File: src/rtl/ufcl_pkg.sv
// Shared types and constants for the serial firmware chunk loader.
`timescale 1ns / 1ps

package ufcl_pkg;

  // Result kinds
  localparam logic [1:0] KIND_WORD    = 2'd0;
  localparam logic [1:0] KIND_CHUNK   = 2'd1;
  localparam logic [1:0] KIND_END     = 2'd2;
  localparam logic [1:0] KIND_TRAILER = 2'd3;

  localparam int QUEUE_DEPTH = 4;
  localparam int QPTR_W      = $clog2(QUEUE_DEPTH);
  localparam int QLEVEL_W    = $clog2(QUEUE_DEPTH + 1);

  // Everything one byte produces: an optional word write and an optional marker.
  typedef struct packed {
    logic        has_word;
    logic        tail_valid;
    logic [1:0]  tail_kind;
    logic        tail_ok;
    logic [31:0] word_addr;
    logic [31:0] word_data;
  } rec_t;

endpackage

File: src/rtl/ufcl_core.sv
// Byte stage register, command parser, word packer and trailer check.
`timescale 1ns / 1ps

module ufcl_core import ufcl_pkg::*; (
  input  logic        clk,
  input  logic        rst,
  input  logic        cfg_we,
  input  logic [31:0] cfg_data,
  input  logic        byte_valid,
  input  logic [7:0]  byte_in,
  output logic        busy,
  output logic        push,
  output rec_t        rec
);

  typedef enum logic [1:0] {
    PH_COMMAND,
    PH_RECEIVE,
    PH_TRAILER,
    PH_FINISHED
  } phase_t;

  localparam logic [31:0] LOAD_BASE_RESET = 32'hFFDC_0000;
  localparam logic [31:0] CHUNK_RESET     = 32'd4096;
  localparam logic [7:0]  CH_NUL          = 8'h00;
  localparam logic [7:0]  CH_SPACE        = 8'h20;
  localparam logic [7:0]  CH_PLUS         = 8'h2B;
  localparam logic [7:0]  CH_MINUS        = 8'h2D;
  localparam logic [2:0]  TRAILER_LEN     = 3'd7;
  localparam logic [1:0]  MODE_LEAD       = 2'd0;
  localparam logic [1:0]  MODE_DIGITS     = 2'd1;
  localparam logic [1:0]  MODE_STOP       = 2'd2;

  function automatic logic [7:0] trailer_char(input logic [2:0] pos);
    logic [7:0] c;
    case (pos)
      3'd0:    c = 8'h50; // P
      3'd1:    c = 8'h4D; // M
      3'd2:    c = 8'h55; // U
      3'd3:    c = 8'h5F; // _
      3'd4:    c = 8'h44; // D
      3'd5:    c = 8'h4F; // O
      3'd6:    c = 8'h4E; // N
      default: c = 8'h45; // E
    endcase
    return c;
  endfunction

  logic        stage_valid;
  logic [7:0]  stage_byte;

  phase_t      phase, phase_next;
  logic [31:0] load_base;
  logic [3:0]  field_number, field_number_next;
  logic [31:0] chunk_size, chunk_size_next;
  logic [31:0] total_size, total_size_next;
  logic [31:0] bytes_received, bytes_received_next;
  logic [31:0] chunk_fill, chunk_fill_next;
  logic [31:0] chunk_offset, chunk_offset_next;
  logic [23:0] word_assembly, word_assembly_next;
  logic [2:0]  trailer_position, trailer_position_next;
  logic        trailer_match, trailer_match_next;
  logic [1:0]  parse_mode, parse_mode_next;
  logic        parse_neg, parse_neg_next;

  logic [31:0] fval, fval_closed, fval_digit;
  logic [35:0] prod;
  logic [3:0]  fn_inc;
  logic [31:0] fill_inc, br_inc;
  logic [1:0]  idx;
  logic        field_open;

  assign busy = stage_valid;

  always_comb begin
    phase_next            = phase;
    field_number_next     = field_number;
    chunk_size_next       = chunk_size;
    total_size_next       = total_size;
    bytes_received_next   = bytes_received;
    chunk_fill_next       = chunk_fill;
    chunk_offset_next     = chunk_offset;
    word_assembly_next    = word_assembly;
    trailer_position_next = trailer_position;
    trailer_match_next    = trailer_match;
    parse_mode_next       = parse_mode;
    parse_neg_next        = parse_neg;
    rec                   = '0;

    field_open  = (field_number == 4'd1) || (field_number == 4'd2);
    fval        = (field_number == 4'd1) ? chunk_size : total_size;
    fval_closed = parse_neg ? (32'd0 - fval) : fval;
    // value * 10 + digit, saturating at 32 bits
    prod        = {1'b0, fval, 3'b000} + {3'b000, fval, 1'b0} + {32'd0, stage_byte[3:0]};
    fval_digit  = (prod[35:32] != 4'd0) ? 32'hFFFF_FFFF : prod[31:0];
    fn_inc      = (field_number != 4'd15) ? (field_number + 4'd1) : field_number;
    idx         = chunk_fill[1:0];
    fill_inc    = chunk_fill + 32'd1;
    br_inc      = bytes_received + 32'd1;

    if (stage_valid) begin
      case (phase)
        PH_COMMAND: begin
          if (stage_byte == CH_NUL) begin
            if (field_number == 4'd0) begin
              chunk_size_next = 32'd0;
              total_size_next = 32'd0;
            end else if (field_number == 4'd1) begin
              chunk_size_next = fval_closed;
              total_size_next = 32'd0;
            end else if (field_number == 4'd2) begin
              total_size_next = fval_closed;
            end
            field_number_next   = 4'd0;
            parse_mode_next     = MODE_LEAD;
            parse_neg_next      = 1'b0;
            bytes_received_next = 32'd0;
            chunk_fill_next     = 32'd0;
            chunk_offset_next   = 32'd0;
            word_assembly_next  = 24'd0;
            phase_next          = PH_RECEIVE;
          end else if (stage_byte == CH_SPACE) begin
            if (field_number == 4'd1) chunk_size_next = fval_closed;
            if (field_number == 4'd2) total_size_next = fval_closed;
            field_number_next = fn_inc;
            parse_mode_next   = MODE_LEAD;
            parse_neg_next    = 1'b0;
            if (fn_inc == 4'd1) chunk_size_next = 32'd0;
            if (fn_inc == 4'd2) total_size_next = 32'd0;
          end else if (field_open && (parse_mode != MODE_STOP)) begin
            if (stage_byte inside {[8'h30:8'h39]}) begin
              if (field_number == 4'd1) chunk_size_next = fval_digit;
              else                      total_size_next = fval_digit;
              parse_mode_next = MODE_DIGITS;
            end else if ((parse_mode == MODE_LEAD) && (stage_byte inside {[8'h09:8'h0D]})) begin
              parse_mode_next = MODE_LEAD;
            end else if ((parse_mode == MODE_LEAD) &&
                         (stage_byte inside {CH_PLUS, CH_MINUS})) begin
              if (stage_byte == CH_MINUS) parse_neg_next = 1'b1;
              parse_mode_next = MODE_DIGITS;
            end else begin
              parse_mode_next = MODE_STOP;
            end
          end
        end
        PH_RECEIVE: begin
          if (idx == 2'd3) begin
            rec.has_word       = 1'b1;
            rec.word_data      = {stage_byte, word_assembly};
            rec.word_addr      = load_base + chunk_offset + (chunk_fill - 32'd3);
            word_assembly_next = 24'd0;
          end else begin
            word_assembly_next = word_assembly | ({16'd0, stage_byte} << {idx, 3'b000});
          end
          chunk_fill_next     = fill_inc;
          bytes_received_next = br_inc;
          if (br_inc == total_size) begin
            rec.tail_valid        = 1'b1;
            rec.tail_kind         = KIND_END;
            chunk_fill_next       = 32'd0;
            word_assembly_next    = 24'd0;
            trailer_position_next = 3'd0;
            trailer_match_next    = 1'b1;
            phase_next            = PH_TRAILER;
          end else if (fill_inc == chunk_size) begin
            rec.tail_valid     = 1'b1;
            rec.tail_kind      = KIND_CHUNK;
            chunk_offset_next  = chunk_offset + chunk_size;
            chunk_fill_next    = 32'd0;
            word_assembly_next = 24'd0;
          end
        end
        PH_TRAILER: begin
          if (trailer_position < TRAILER_LEN) begin
            if (stage_byte != trailer_char(trailer_position)) trailer_match_next = 1'b0;
            trailer_position_next = trailer_position + 3'd1;
          end
          if (stage_byte == CH_NUL) begin
            rec.tail_valid = 1'b1;
            rec.tail_kind  = KIND_TRAILER;
            rec.tail_ok    = trailer_match_next;
            phase_next     = PH_FINISHED;
          end
        end
        default: begin
          // finished: input is dropped
        end
      endcase
    end

    push = stage_valid && (rec.has_word || rec.tail_valid);
  end

  always_ff @(posedge clk) begin
    if (byte_valid) stage_byte <= byte_in;
    if (rst) begin
      stage_valid      <= 1'b0;
      load_base        <= LOAD_BASE_RESET;
      phase            <= PH_COMMAND;
      field_number     <= 4'd0;
      chunk_size       <= CHUNK_RESET;
      total_size       <= 32'd0;
      bytes_received   <= 32'd0;
      chunk_fill       <= 32'd0;
      chunk_offset     <= 32'd0;
      word_assembly    <= 24'd0;
      trailer_position <= 3'd0;
      trailer_match    <= 1'b1;
      parse_mode       <= MODE_LEAD;
      parse_neg        <= 1'b0;
    end else begin
      stage_valid      <= byte_valid;
      if (cfg_we) load_base <= cfg_data;
      phase            <= phase_next;
      field_number     <= field_number_next;
      chunk_size       <= chunk_size_next;
      total_size       <= total_size_next;
      bytes_received   <= bytes_received_next;
      chunk_fill       <= chunk_fill_next;
      chunk_offset     <= chunk_offset_next;
      word_assembly    <= word_assembly_next;
      trailer_position <= trailer_position_next;
      trailer_match    <= trailer_match_next;
      parse_mode       <= parse_mode_next;
      parse_neg        <= parse_neg_next;
    end
  end

  a_finished_sticks: assert property (@(posedge clk) disable iff (rst)
    (phase == PH_FINISHED) |=> (phase == PH_FINISHED))
    else $error("loader left finished phase");

  a_trailer_alone: assert property (@(posedge clk) disable iff (rst)
    (push && rec.tail_valid && (rec.tail_kind == KIND_TRAILER)) |-> !rec.has_word)
    else $error("trailer result paired with word write");

endmodule

File: src/rtl/ufcl_out_queue.sv
// Result queue: holds per-byte records and plays them out one result per request.
`timescale 1ns / 1ps

module ufcl_out_queue import ufcl_pkg::*; (
  input  logic                clk,
  input  logic                rst,
  input  logic                push,
  input  rec_t                push_rec,
  output logic [QLEVEL_W-1:0] level,
  output logic                out_valid,
  input  logic                out_ready,
  output logic [1:0]          out_kind,
  output logic [31:0]         out_addr,
  output logic [31:0]         out_data,
  output logic                out_ok,
  output logic                out_last
);

  rec_t              q [QUEUE_DEPTH];
  logic [QPTR_W-1:0] wr_ptr, rd_ptr;
  logic              half;
  rec_t              head;
  logic              emit_word;
  logic              pop;

  assign head      = q[rd_ptr];
  // half set: the word of the head record is gone, its marker is next
  assign emit_word = head.has_word && !half;
  assign out_valid = (level != '0);
  assign out_kind  = emit_word ? KIND_WORD : head.tail_kind;
  assign out_addr  = emit_word ? head.word_addr : 32'd0;
  assign out_data  = emit_word ? head.word_data : 32'd0;
  assign out_ok    = emit_word ? 1'b0 : head.tail_ok;
  assign out_last  = !(emit_word && head.tail_valid);
  assign pop       = out_valid && out_ready && out_last;

  always_ff @(posedge clk) begin
    if (push) q[wr_ptr] <= push_rec;
  end

  always_ff @(posedge clk) begin
    if (rst) begin
      wr_ptr <= '0;
      rd_ptr <= '0;
      level  <= '0;
      half   <= 1'b0;
    end else begin
      if (push) wr_ptr <= wr_ptr + QPTR_W'(1);
      if (pop)  rd_ptr <= rd_ptr + QPTR_W'(1);
      case ({push, pop})
        2'b10:   level <= level + QLEVEL_W'(1);
        2'b01:   level <= level - QLEVEL_W'(1);
        default: level <= level;
      endcase
      if (out_valid && out_ready) half <= !out_last;
    end
  end

  a_no_overflow: assert property (@(posedge clk) disable iff (rst)
    level <= QLEVEL_W'(QUEUE_DEPTH))
    else $error("result queue overflow");

  a_half_pair: assert property (@(posedge clk) disable iff (rst)
    half |-> (out_valid && head.has_word && head.tail_valid))
    else $error("split record without word and marker");

endmodule

File: src/rtl/uart_firmware_chunk_loader.sv
// Top level of the serial firmware chunk loader.
//
//  channel   dir  handshake            payload
//  s_*       in   s_tvalid/s_tready    s_tdata[7:0] rx_byte
//  m_*       out  m_tvalid/m_tready    m_tdata addr/data/ok, m_tuser kind, m_tlast
//  cfg_*     in   cfg_valid/cfg_ready  cfg_data load_base
//
// One byte is taken per cycle while s_tready is high; results leave via the queue.
// A byte that writes a word and also closes a chunk or the download gives two
// results, handed out one per output transfer; a 4-record queue absorbs these.
// s_tready drops when queued records plus the byte in the stage register reach 4.
// Reset is synchronous and immediate: no clearing pass. cfg_ready is always high.
`timescale 1ns / 1ps

module uart_firmware_chunk_loader import ufcl_pkg::*; (
  input  logic        clk,
  input  logic        rst,
  input  logic        s_tvalid,
  output logic        s_tready,
  input  logic [7:0]  s_tdata,   // [7:0] rx_byte
  output logic        m_tvalid,
  input  logic        m_tready,
  output logic [71:0] m_tdata,   // [31:0] write_address, [63:32] write_data,
                                 // [64] trailer_ok, [71:65] zero
  output logic [1:0]  m_tuser,   // [1:0] kind
  output logic        m_tlast,   // last_of_run
  input  logic        cfg_valid,
  output logic        cfg_ready,
  input  logic [31:0] cfg_data   // load_base
);

  logic                busy;
  logic                push;
  rec_t                rec;
  logic [QLEVEL_W-1:0] level;
  logic [QLEVEL_W-1:0] pending;
  logic [31:0]         out_addr;
  logic [31:0]         out_data;
  logic                out_ok;

  assign pending   = level + QLEVEL_W'(busy);
  assign s_tready  = (pending < QLEVEL_W'(QUEUE_DEPTH));
  assign cfg_ready = 1'b1;

  ufcl_core u_core (
    .clk        (clk),
    .rst        (rst),
    .cfg_we     (cfg_valid && cfg_ready),
    .cfg_data   (cfg_data),
    .byte_valid (s_tvalid && s_tready),
    .byte_in    (s_tdata),
    .busy       (busy),
    .push       (push),
    .rec        (rec)
  );

  ufcl_out_queue u_queue (
    .clk       (clk),
    .rst       (rst),
    .push      (push),
    .push_rec  (rec),
    .level     (level),
    .out_valid (m_tvalid),
    .out_ready (m_tready),
    .out_kind  (m_tuser),
    .out_addr  (out_addr),
    .out_data  (out_data),
    .out_ok    (out_ok),
    .out_last  (m_tlast)
  );

  assign m_tdata = {7'd0, out_ok, out_data, out_addr};

endmodule
File: config.mk
export PLATFORM = sky130hd
export DESIGN_NAME = uart_firmware_chunk_loader
export DESIGN_NICKNAME = d
export VERILOG_FILES = /design/src/rtl/ufcl_pkg.sv /design/src/rtl/ufcl_core.sv /design/src/rtl/ufcl_out_queue.sv /design/src/rtl/uart_firmware_chunk_loader.sv
export SDC_FILE = /design/constraint.sdc
export NUM_CORES = 1
export LEC_CHECK = 0
export BUFFER_PORTS_ARGS = -buffer_cell sky130_fd_sc_hd__buf_4
export CORE_MARGIN = 3
export CORE_UTILIZATION = 34
export CTS_CLUSTER_SIZE = 24
export DETAILED_ROUTE_END_ITERATION = 16
export PLACE_DENSITY = 0.6
export SLEW_MARGIN = 20
export SYNTH_ARGS = -nofsm -noshare
export SYNTH_HDL_FRONTEND = slang
export SYNTH_SLANG_ARGS = --single-unit
File: constraint.sdc
create_clock -name clk -period 7.2 [get_ports clk]
set_input_delay 0.72 -clock clk [delete_from_list [all_inputs] [get_ports clk]]
set_output_delay 0.72 -clock clk [all_outputs]
set_load 0.005 [all_outputs]
# Word level (Yosys, flattened, before mapping)

Memory sizes are Yosys's and may differ from the RTL's. A register that Yosys moved wholly into a read port is not among the register bits.
Index checks and enable logic that the tools add are counted.

Output and inout bits: 78
Word-level logic and storage cells: 202
Memories kept: 1
Flip-flop bits (word level): 246
Input port bits: 45
Bits in writable memories: 276

Bitwise operators: 1
Shift-type cells: 1
Magnitude comparators: 6
Equality and inequality tests: 32
Reduce and logical (&&, ||, !) cells: 43
Muxes and demuxes: 83
Add/subtract/negate cells: 16

Memories:

| name      | words | bits a word | rd ports | clocked after Yosys merged registers in | wr ports | RTL line             | RTL |
|---|---|---|---|---|---|---|---|
| u_queue.q | 4     | 69          | 1        | 1                                       | 1        | ufcl_out_queue.sv:19 | `rec_t q [QUEUE_DEPTH];` |

Operators with widths:

| cell                                               | number |
|---|---|
| 2-to-1 mux 32 bit                                  | 27 |
| one-hot mux 32 bit (2 select lines)                | 3 |
| 2-to-1 mux 64 bit                                  | 2 |
| adder 32 bit                                       | 3 |
| 2-to-1 mux 24 bit                                  | 4 |
| 2-to-1 mux 69 bit                                  | 1 |
| adder 32 x 1 -> 32 bit, second input constant      | 2 |
| == test 32 bit                                     | 2 |
| one-hot mux 24 bit (2 select lines)                | 1 |
| adder 35 x 33 -> 36 bit                            | 1 |
| adder 36 x 4 -> 36 bit                             | 1 |
| one-hot mux 5 bit (7 select lines)                 | 1 |
| subtractor 1 x 32 -> 32 bit, first input constant  | 1 |
| subtractor 32 x 2 -> 32 bit, second input constant | 1 |
| == test 8 x 6 -> 1 bit, second input constant      | 3 |
| 2-to-1 mux 2 bit                                   | 12 |
| 2-to-1 mux 8 bit                                   | 3 |
| bitwise OR 24 bit                                  | 1 |
| left shift 8 x 5 -> 24 bit                         | 1 |
| nonzero test 3 bit                                 | 7 |
| AND reduction 5 bit                                | 4 |
| one-hot mux 3 bit (2 select lines)                 | 3 |
| 2-to-1 mux 1 bit                                   | 16 |
| 2-to-1 mux 4 bit                                   | 4 |
| 38 further kinds                                   | 78 |

# Logic depth before layout (Yosys ltp)

Gate-level depths: netlist (run 1).

Depth after elaboration: 15
Mapped depth: 25
Mapped depth without buffers: 19

# By module

Synthesis (run 1) repeated with hierarchy kept, for this count alone.

Cell total of the unflattened synthesis: 3413
Area, all modules: 32870.3 µm²

Modules (own cells, without submodules):

| module                     | instances | seq. area each (µm²) | area each (µm²) | cells each |
|---|---|---|---|---|
| ufcl_core                  | 1         | 4844.6               | 21817.2         | 2899 |
| ufcl_out_queue             | 1         | 8488.1               | 10939.2         | 498 |
| uart_firmware_chunk_loader | 1         | 0.0                  | 113.9           | 16 |

# Least setup slack after synthesis (run 1)

No wires, ideal clock.

Kind: register -> register
From: register u_core.field_number[1]
To: register u_core.chunk_size[25]
Cell stages (with the launch flop): 24
Setup slack: 1430 ps
Required time: 7130 ps
Period minus slack after synthesis: 5770 ps
Buffers on the path: 6
Arrival time: 5700 ps
Setup time: 70 ps
Cells stage by stage: dfxtp_1 inv_1 ha_1 or3b_1 buf_2 buf_2 buf_1 clkbuf_1 mux2i_1 fa_1 inv_1 ha_1 a211oi_1 o211ai_1 a41oi_1 or3b_2 a21oi_1 o31ai_1 a21oi_1 o2111ai_1 clkbuf_1 buf_1 o21ai_0 a21oi_1

Longest elaborated chain between the ends: 11

Ends and longest elaborated chain:

| what                     | RTL line         | RTL |
|---|---|---|
| start: declaration       | ufcl_core.sv:54  | `logic [3:0] field_number, field_number_next;` |
| start signal: assignment | ufcl_core.sv:215 | `field_number <= field_number_next;` |
| == test 4 x 1 -> 1 bit   | --               |  |
| 2-to-1 mux 32 bit        | ufcl_core.sv:91  | `fval = (field_number == 4'd1) ? chunk_size : total_size;` |
| adder 35 x 33 -> 36 bit  | ufcl_core.sv:94  | `prod = {1'b0, fval, 3'b000} + {3'b000, fval, 1'b0} + {32'd0, stage_byte[3:0]};` |
| adder 36 x 4 -> 36 bit   | ufcl_core.sv:94  |  |
| nonzero test 4 bit       | ufcl_core.sv:95  | `fval_digit = (prod[35:32] != 4'd0) ? 32'hFFFF_FFFF : prod[31:0];` |
| 2-to-1 mux 32 bit        | ufcl_core.sv:95  |  |
| 2-to-1 mux 32 bit        | ufcl_core.sv:132 | `if (field_number == 4'd1) chunk_size_next = fval_digit;` |
| 2-to-1 mux 32 bit        | ufcl_core.sv:131 | `if (stage_byte inside {[8'h30:8'h39]}) begin` |
| 2-to-1 mux 32 bit        | ufcl_core.sv:130 | `end else if (field_open && (parse_mode != MODE_STOP)) begin` |
| 2-to-1 mux 32 bit        | ufcl_core.sv:122 | `end else if (stage_byte == CH_SPACE) begin` |
| 2-to-1 mux 32 bit        | ufcl_core.sv:104 | `if (stage_byte == CH_NUL) begin` |
| end signal: assignment   | ufcl_core.sv:216 | `chunk_size <= chunk_size_next;` |
| end: declaration         | ufcl_core.sv:55  | `logic [31:0] chunk_size, chunk_size_next;` |

Several ways; a longest one is shown, not always the timed one. The select of a mux whose other input is x is not followed.
A chain may end at the register's enable or synchronous reset.

# Worst setup path in the final report (run 1)

From: register u_core.field_number[1]
To: register u_core.chunk_size[21]

The elaborated chain is that of the path after synthesis.

==> impl_metrics.ini, run 1 <==
[clock_network]
cts_tree = done
h-tree-depth = 2
clk_pin_slew_ns = 0.06
postCtsSetupRepairBufs = 0
cts_resized = 0
numCtsBuffers = 57
cts.path.max_buffers = 3
clockRootBuffer = clkbuf_16
clock_sinks = 524
cts_hold_buf = 0
insertion_delay_ns = 0.66

[yosys]
synth_area_leaders = edfxtp_1 (26%), dfxtp_1 (14%), ha_1 (6.7%)
yosysUniqueCellTypes = 90
synth_area_mm2 = 0.0333
synth_top_family_by_area = simple AND/OR/NAND/NOR gates
yosys-top-cells-count = nor2_1 (290), nand2_1 (285), edfxtp_1 (284)
synth_fa_ha_area_share_pct = 8.79
synth_top_area_cell = edfxtp_1
async_flop_share_pct = 0
synth-simple-area-share_pct = 17.6
synth-compound-area-share_pct = 16.3
synth_top_cell_area_share_pct = 25.6
synthFlopType = edfxtp_1
synth-seq-area-share_pct = 40.0
synth_edf_count = 284
ys_warn_count = 0
synth_cells = 3525
ys_ff_latch = 524
syn_avg_cell_area_um2 = 9.45
synthMuxAreaShare_pct = 6.76
synth-xor-area-share_pct = 5.50
synthMostInstantiatedCell = nor2_1

[grt]
antenna_found_initial = 0
grt_pass1_wl_mm = 153
grtUsageTotal_pct = 18.7
grt_pass1_vias = 25600
overflow = 0
grt_max_degree = 80

[worst_setup_path]
crit_start = u_core.field_number[1]
r2r-start = u_core.field_number[1]
crit_fanout = 39
cp_slowest_cell = and2_2
cp.required_ns = 7.70
cp_common_cell = ha_1
worstSetupStartpointType = flop
end_kind = flop
crit_path_cell_trace = inv_1 -> ha_1 -> or3b_2 -> buf_4 -> mux2i_1 -> inv_1 -> ha_1 -> ha_1 -> o31ai_1 -> a2111o_1 -> nand3b_1 -> a21oi_1 -> nor2_1 -> o21ai_0 -> and2_2 -> buf_4 -> o31ai_1 -> a221oi_1
critPathMaxStageDelay_ns = 0.56
path_class = reg2reg
crit_arrival_ns = 6.62

[timing]
rsz0062_at_grt = false
period_share_pct = 85.0
slew_headroom_pct = 31.0
hold_viol_final = 0
setup_viol = 0
drv_slew = 0
fin_setup_tns_ns = 0
worst_slew_pin_slew_ns = 1.03
fmax_mhz = 163
fin_ws_ns = 1.08
skew_ns = 0.0710
period_needed_ns = 6.12

[floorplan]
dieWidth_um = 319
die_h_um = 319
core_area_mm2 = 0.0969
initial_core_util_pct = 34.4
pin_count = 123
die-area_mm2 = 0.102
fp-row-count = 114

[route]
drt-total-wl_mm = 98.4
wl_per_cell_um = 20.3
drt-vias-per-instance = 5.54
vias = 26900
firstDrtPassIters = 6
drtIter0Drc = 2652
ant_nets = 0
remaining_drc_errors = 0

[pwr]
ir_drop_mv = 0.198
p_per_area_mw_per_mm2 = 176
power_leakage_nw = 14.1

[run_status]
status = finished clean

[placed_design]
place_ws_ns = 1.24
routabilityCongestion = 0.961
dp_hpwl_mm = 70.4
dp.cells = 4743
numPortBuffers = 114

[final_layout]
final_cells = 4851
num-nets-final = 3784
diodes = 0
drive_gt1_share_pct = 10.5
area_delta_synth_final_pct = 12.1

[hold_path]
hold_class = in2reg
hold_start = s_tdata[7]

[run]
cap_violations = 0
[final timing paths]
check	end	slack (ns)	depth (start not counted)
max reg2reg	u_core.chunk_size[21]	1.08	18
max	u_core.chunk_size[21]	1.08	18
min	u_core.stage_byte[7]	0.26	1
min reg2reg	u_core.word_assembly[21]	0.46	2
[layer usage]
metal  global-route usage [%]  vias up  routed length (um)
li1                         -    12800                   -
met2                     30.1      908               44500
met4                     6.29        0                3430
met3                     2.25      160                5610
met1                     26.2    13000               44900
met5                        0        -                   0
[cells by family (layout without fill, tap and decap cells)]
| kind of cell | Yosys count | after routing |
|---|---|---|
| AOI/OAI and AO/OA | 848 | 848 |
| xor gates and xnor gates | 209 | 209 |
| adders and majority gates | 213 | 213 |
| buffers and inverters | 420 | 464 |
| DFF | 524 | 524 |
| muxes | 138 | 138 |
| other | 2 | 8 |
| and+or+nand+nor | 1171 | 1171 |
[flip-flops by register name, summed over array words and instances (netlist names), 24 cells and up, named ones only]
name	count
u_core.chunk_size	32
u_core.chunk_fill	32
u_queue.q	276
u_core.total_size	32
u_core.word_assembly	24
u_core.load_base	32
u_core.chunk_offset	32
u_core.bytes_received	32
[area by class of cell]
| class | instances | area [um2] |
|---|---|---|
| tap | 1276 | 1600 |
| inverter | 201 | 754 |
| timing repair buffer | 155 | 1220 |
| fill | 9602 | 59500 |
| multi-input combinational | 2587 | 18400 |
| clock buffer | 77 | 1590 |
| sequential | 524 | 13300 |
| clock inverter | 31 | 440 |
[placed cells by master, fill, tap and decap left out, types with 31 or more instances in the layout]
master	n
nor3_1	87
a21o_1	40
o21a_1	33
a21oi_1	267
fa_1	35
a311oi_1	31
edfxtp_1	284
o21ai_0	176
nand4_1	45
clkbuf_16	58
o31ai_1	49
and2_1	48
buf_4	150
a211oi_1	60
nand2_1	285
mux4_2	69
dfxtp_1	238
xnor2_1	133
inv_1	200
nor2b_1	83
ha_1	178
mux2i_1	65
nand2b_1	50
nor2_1	290
nand3_1	104
nor4_1	31
xor2_1	76
[critical path, delay by kind of cell (launching register included)]
| family | cells | cell delay [ns] |
|---|---|---|
| fa+ha+maj | 3 | 0.76 |
| simple gates | 4 | 1.12 |
| mux | 1 | 0.46 |
| compound gates | 6 | 1.99 |
| buf+inv | 4 | 1.28 |
| flops | 1 | 0.40 |
[per-stage QoR]
| stage | power [mW] | cell area [um2] | hold slack [ns] | util, % |
|---|---|---|---|---|
| final | 6.57 | 37300 | 0.258 | 38.5 |
| after global routing | 6.77 | 37300 | 0.228 | 38.5 |
| after CTS | 6.63 | 37300 | 0.227 | 38.5 |
| after detailed placement | 3.50 | 35300 | 0.448 | 36.4 |
| after global placement | 3.50 | 35300 | 0.438 | 36.4 |
| after floorplan | 3.41 | 33300 | 0.429 | - |
[power breakdown]
group | total (mW) | leakage, nW | internal [mW] | switching, mW
Combinational | 0.281 | 8.46 | 0.116 | 0.165
Sequential | 3.16 | 4.60 | 3.13 | 0.0263
Clock | 3.13 | 0.985 | 1.85 | 1.27
Total | 6.57 | 14.1 | 5.10 | 1.47
Note: power is estimated with default switching activity, not from simulation.
==> run 2: changes to the inputs <==
--- a/config.mk
+++ b/config.mk
@@ -8,9 +8,10 @@
 export BUFFER_PORTS_ARGS = -buffer_cell sky130_fd_sc_hd__buf_4
 export CORE_MARGIN = 3
 export CORE_UTILIZATION = 34
+export CTS_BUF_LIST = sky130_fd_sc_hd__clkbuf_4 sky130_fd_sc_hd__clkbuf_8 sky130_fd_sc_hd__clkbuf_16
 export CTS_CLUSTER_SIZE = 24
 export DETAILED_ROUTE_END_ITERATION = 16
-export PLACE_DENSITY = 0.6
+export PLACE_DENSITY = 0.56
 export SLEW_MARGIN = 20
 export SYNTH_ARGS = -nofsm -noshare
 export SYNTH_HDL_FRONTEND = slang
==> constraint.sdc (replaced) <==
create_clock -name clk -period 6.6 [get_ports clk]
set_input_delay 0.66 -clock clk [delete_from_list [all_inputs] [get_ports clk]]
set_output_delay 0.66 -clock clk [all_outputs]
set_load 0.005 [all_outputs]
==> run 2 against run 1 <==
Net effect:
- die area stayed put
- sequential share of layout area shrank 0.15 points
- largest power group unchanged
- cell count rose by 0.31%
- power rose by 8.8%
- clock-buffer cell count grew 5
- combinational power rose by 11%
- flip-flop and latch count unchanged
- highest routed layer unchanged
==> impl_metrics.ini, run 2 (same netlist as run 1, synthesis figures left out) <==
[grt]
overflow = 0
antenna_found_initial = 1
grt_pass1_wl_mm = 156
grt_pass1_vias = 25500
grt_max_degree = 71
grtUsageTotal_pct = 19.4

[placed_design]
dp_hpwl_mm = 73.7
place_ws_ns = 0.722
placed_area_mm2 = 0.0354
routabilityCongestion = 0.943
dp.cells = 4758
numPortBuffers = 114

[pwr]
power_leakage_nw = 14.4
p_per_area_mw_per_mm2 = 191
ir_drop_mv = 0.209
p_total_mw = 7.14

[final_layout]
diodes = 0
nFillCells = 9562
stdcell_area_mm2 = 0.0375
num-nets-final = 3799
regMostFlops = u_queue.q
drive_gt1_share_pct = 11.3
regArea_mm2 = 0.0133
area_delta_synth_final_pct = 12.6
final_cells = 4866
multiInputGateArea_mm2 = 0.0184
fin_util_pct = 38.7
layout_common_cells = nor2_1 (290), nand2_1 (285), edfxtp_1 (284)
largest_reg_flops = 276
final_common_cell = nor2_1

[worst_setup_path]
cp_common_cell = ha_1
worstSetupStartpointType = flop
cp.required_ns = 7.12
cp_slowest_cell = and2_2
path_class = reg2reg
end_kind = flop
crit_family = compound AO/OA/AOI/OAI gates
critPathMaxStageDelay_ns = 0.84
reg2reg_slack_ns = 0.54
crit_fanout = 36
crit_path_cell_trace = inv_1 -> ha_1 -> or3b_2 -> mux2i_1 -> inv_1 -> ha_1 -> ha_1 -> nor2b_1 -> o31ai_1 -> a2111o_1 -> nand3b_1 -> a21oi_1 -> nor2_1 -> o21ai_0 -> and2_2 -> buf_4 -> o41ai_1 -> a211oi_1
crit_arrival_ns = 6.58
crit_buf_inv = 3

[route]
drt-vias-per-instance = 5.56
firstDrtPassIters = 5
drtIter0Drc = 2212
drt-total-wl_mm = 102
remaining_drc_errors = 0
vias = 27100
wl_per_cell_um = 21.0
ant_nets = 0

[clock_network]
clockRootBuffer = clkbuf_16
cts.path.max_buffers = 3
postCtsSetupRepairBufs = 0
insertion_delay_ns = 0.66
numCtsBuffers = 57
h-tree-depth = 2
cts_resized = 0
cts_tree = done
clock_sinks = 524
clk_pin_slew_ns = 0.07
cts_hold_buf = 0

[timing]
fmax_mhz = 165
worst_slew_pin_slew_ns = 1.00
period_share_pct = 91.8
period_needed_ns = 6.06
skew_ns = 0.0670
hold_viol_final = 0
setup_viol = 0
hold_ws_ns = 0.186
rsz0062_at_grt = false
fin_ws_ns = 0.543
fin_setup_tns_ns = 0
slew_headroom_pct = 32.1
drv_slew = 0

[run]
cap_violations = 0

[floorplan]
core_area_mm2 = 0.0969
die-area_mm2 = 0.102
die_h_um = 319
dieWidth_um = 319
fp-row-count = 114
pin_count = 123
initial_core_util_pct = 34.4

[hold_path]
hold_class = in2reg

[run_status]
status = finished clean
run 2: area by class of cell:
class	instances	area share, %
multi-input combinational	2587	49.1
sequential	524	35.6
clock buffer	82	4.57
tap	1276	4.26
timing repair buffer	170	3.61
inverter	201	2.01
clock inverter	26	0.878
run 2: worst reg2reg max path, stage by stage (launching register included):
cell,delay [ns]
dfxtp_1,0.34
inv_1,0.09
ha_1,0.19
or3b_2,0.59
mux2i_1,0.42
inv_1,0.19
ha_1,0.33
ha_1,0.35
nor2b_1,0.16
o31ai_1,0.43
a2111o_1,0.30
nand3b_1,0.11
a21oi_1,0.40
nor2_1,0.11
o21ai_0,0.39
and2_2,0.84
buf_4,0.36
o41ai_1,0.10
a211oi_1,0.24
run 2: path summary, 6_finish.rpt:
| check | startpoint | endpoint | cells after the start |
|---|---|---|---|
| worst max-delay path | u_core.field_number[1] | u_core.total_size[12] | 18 |
| worst min-delay path | s_tdata[4] | u_core.stage_byte[4] | 1 |
| worst max register to register | u_core.field_number[1] | u_core.total_size[12] | 18 |
| worst min register to register | u_core.word_assembly[16] | u_core.word_assembly[16] | 2 |
run 2: metal layers:
| layer | track usage (%) | routed length (um) | vias to the layer above |
|---|---|---|---|
| met5 | 0 | 0 | - |
| met4 | 5.65 | 2890 | 0 |
| met3 | 2.28 | 5400 | 162 |
| met2 | 32.2 | 47700 | 821 |
| met1 | 26.7 | 45900 | 13200 |
| li1 | - | - | 12900 |
run 2: where the power goes:
group / switching [mW] / internal [mW] / leakage, nW
logic: 0.186 / 0.127 / 8.63
registers: 0.0244 / 3.42 / 4.74
clock network: 1.41 / 1.98 / 1.01
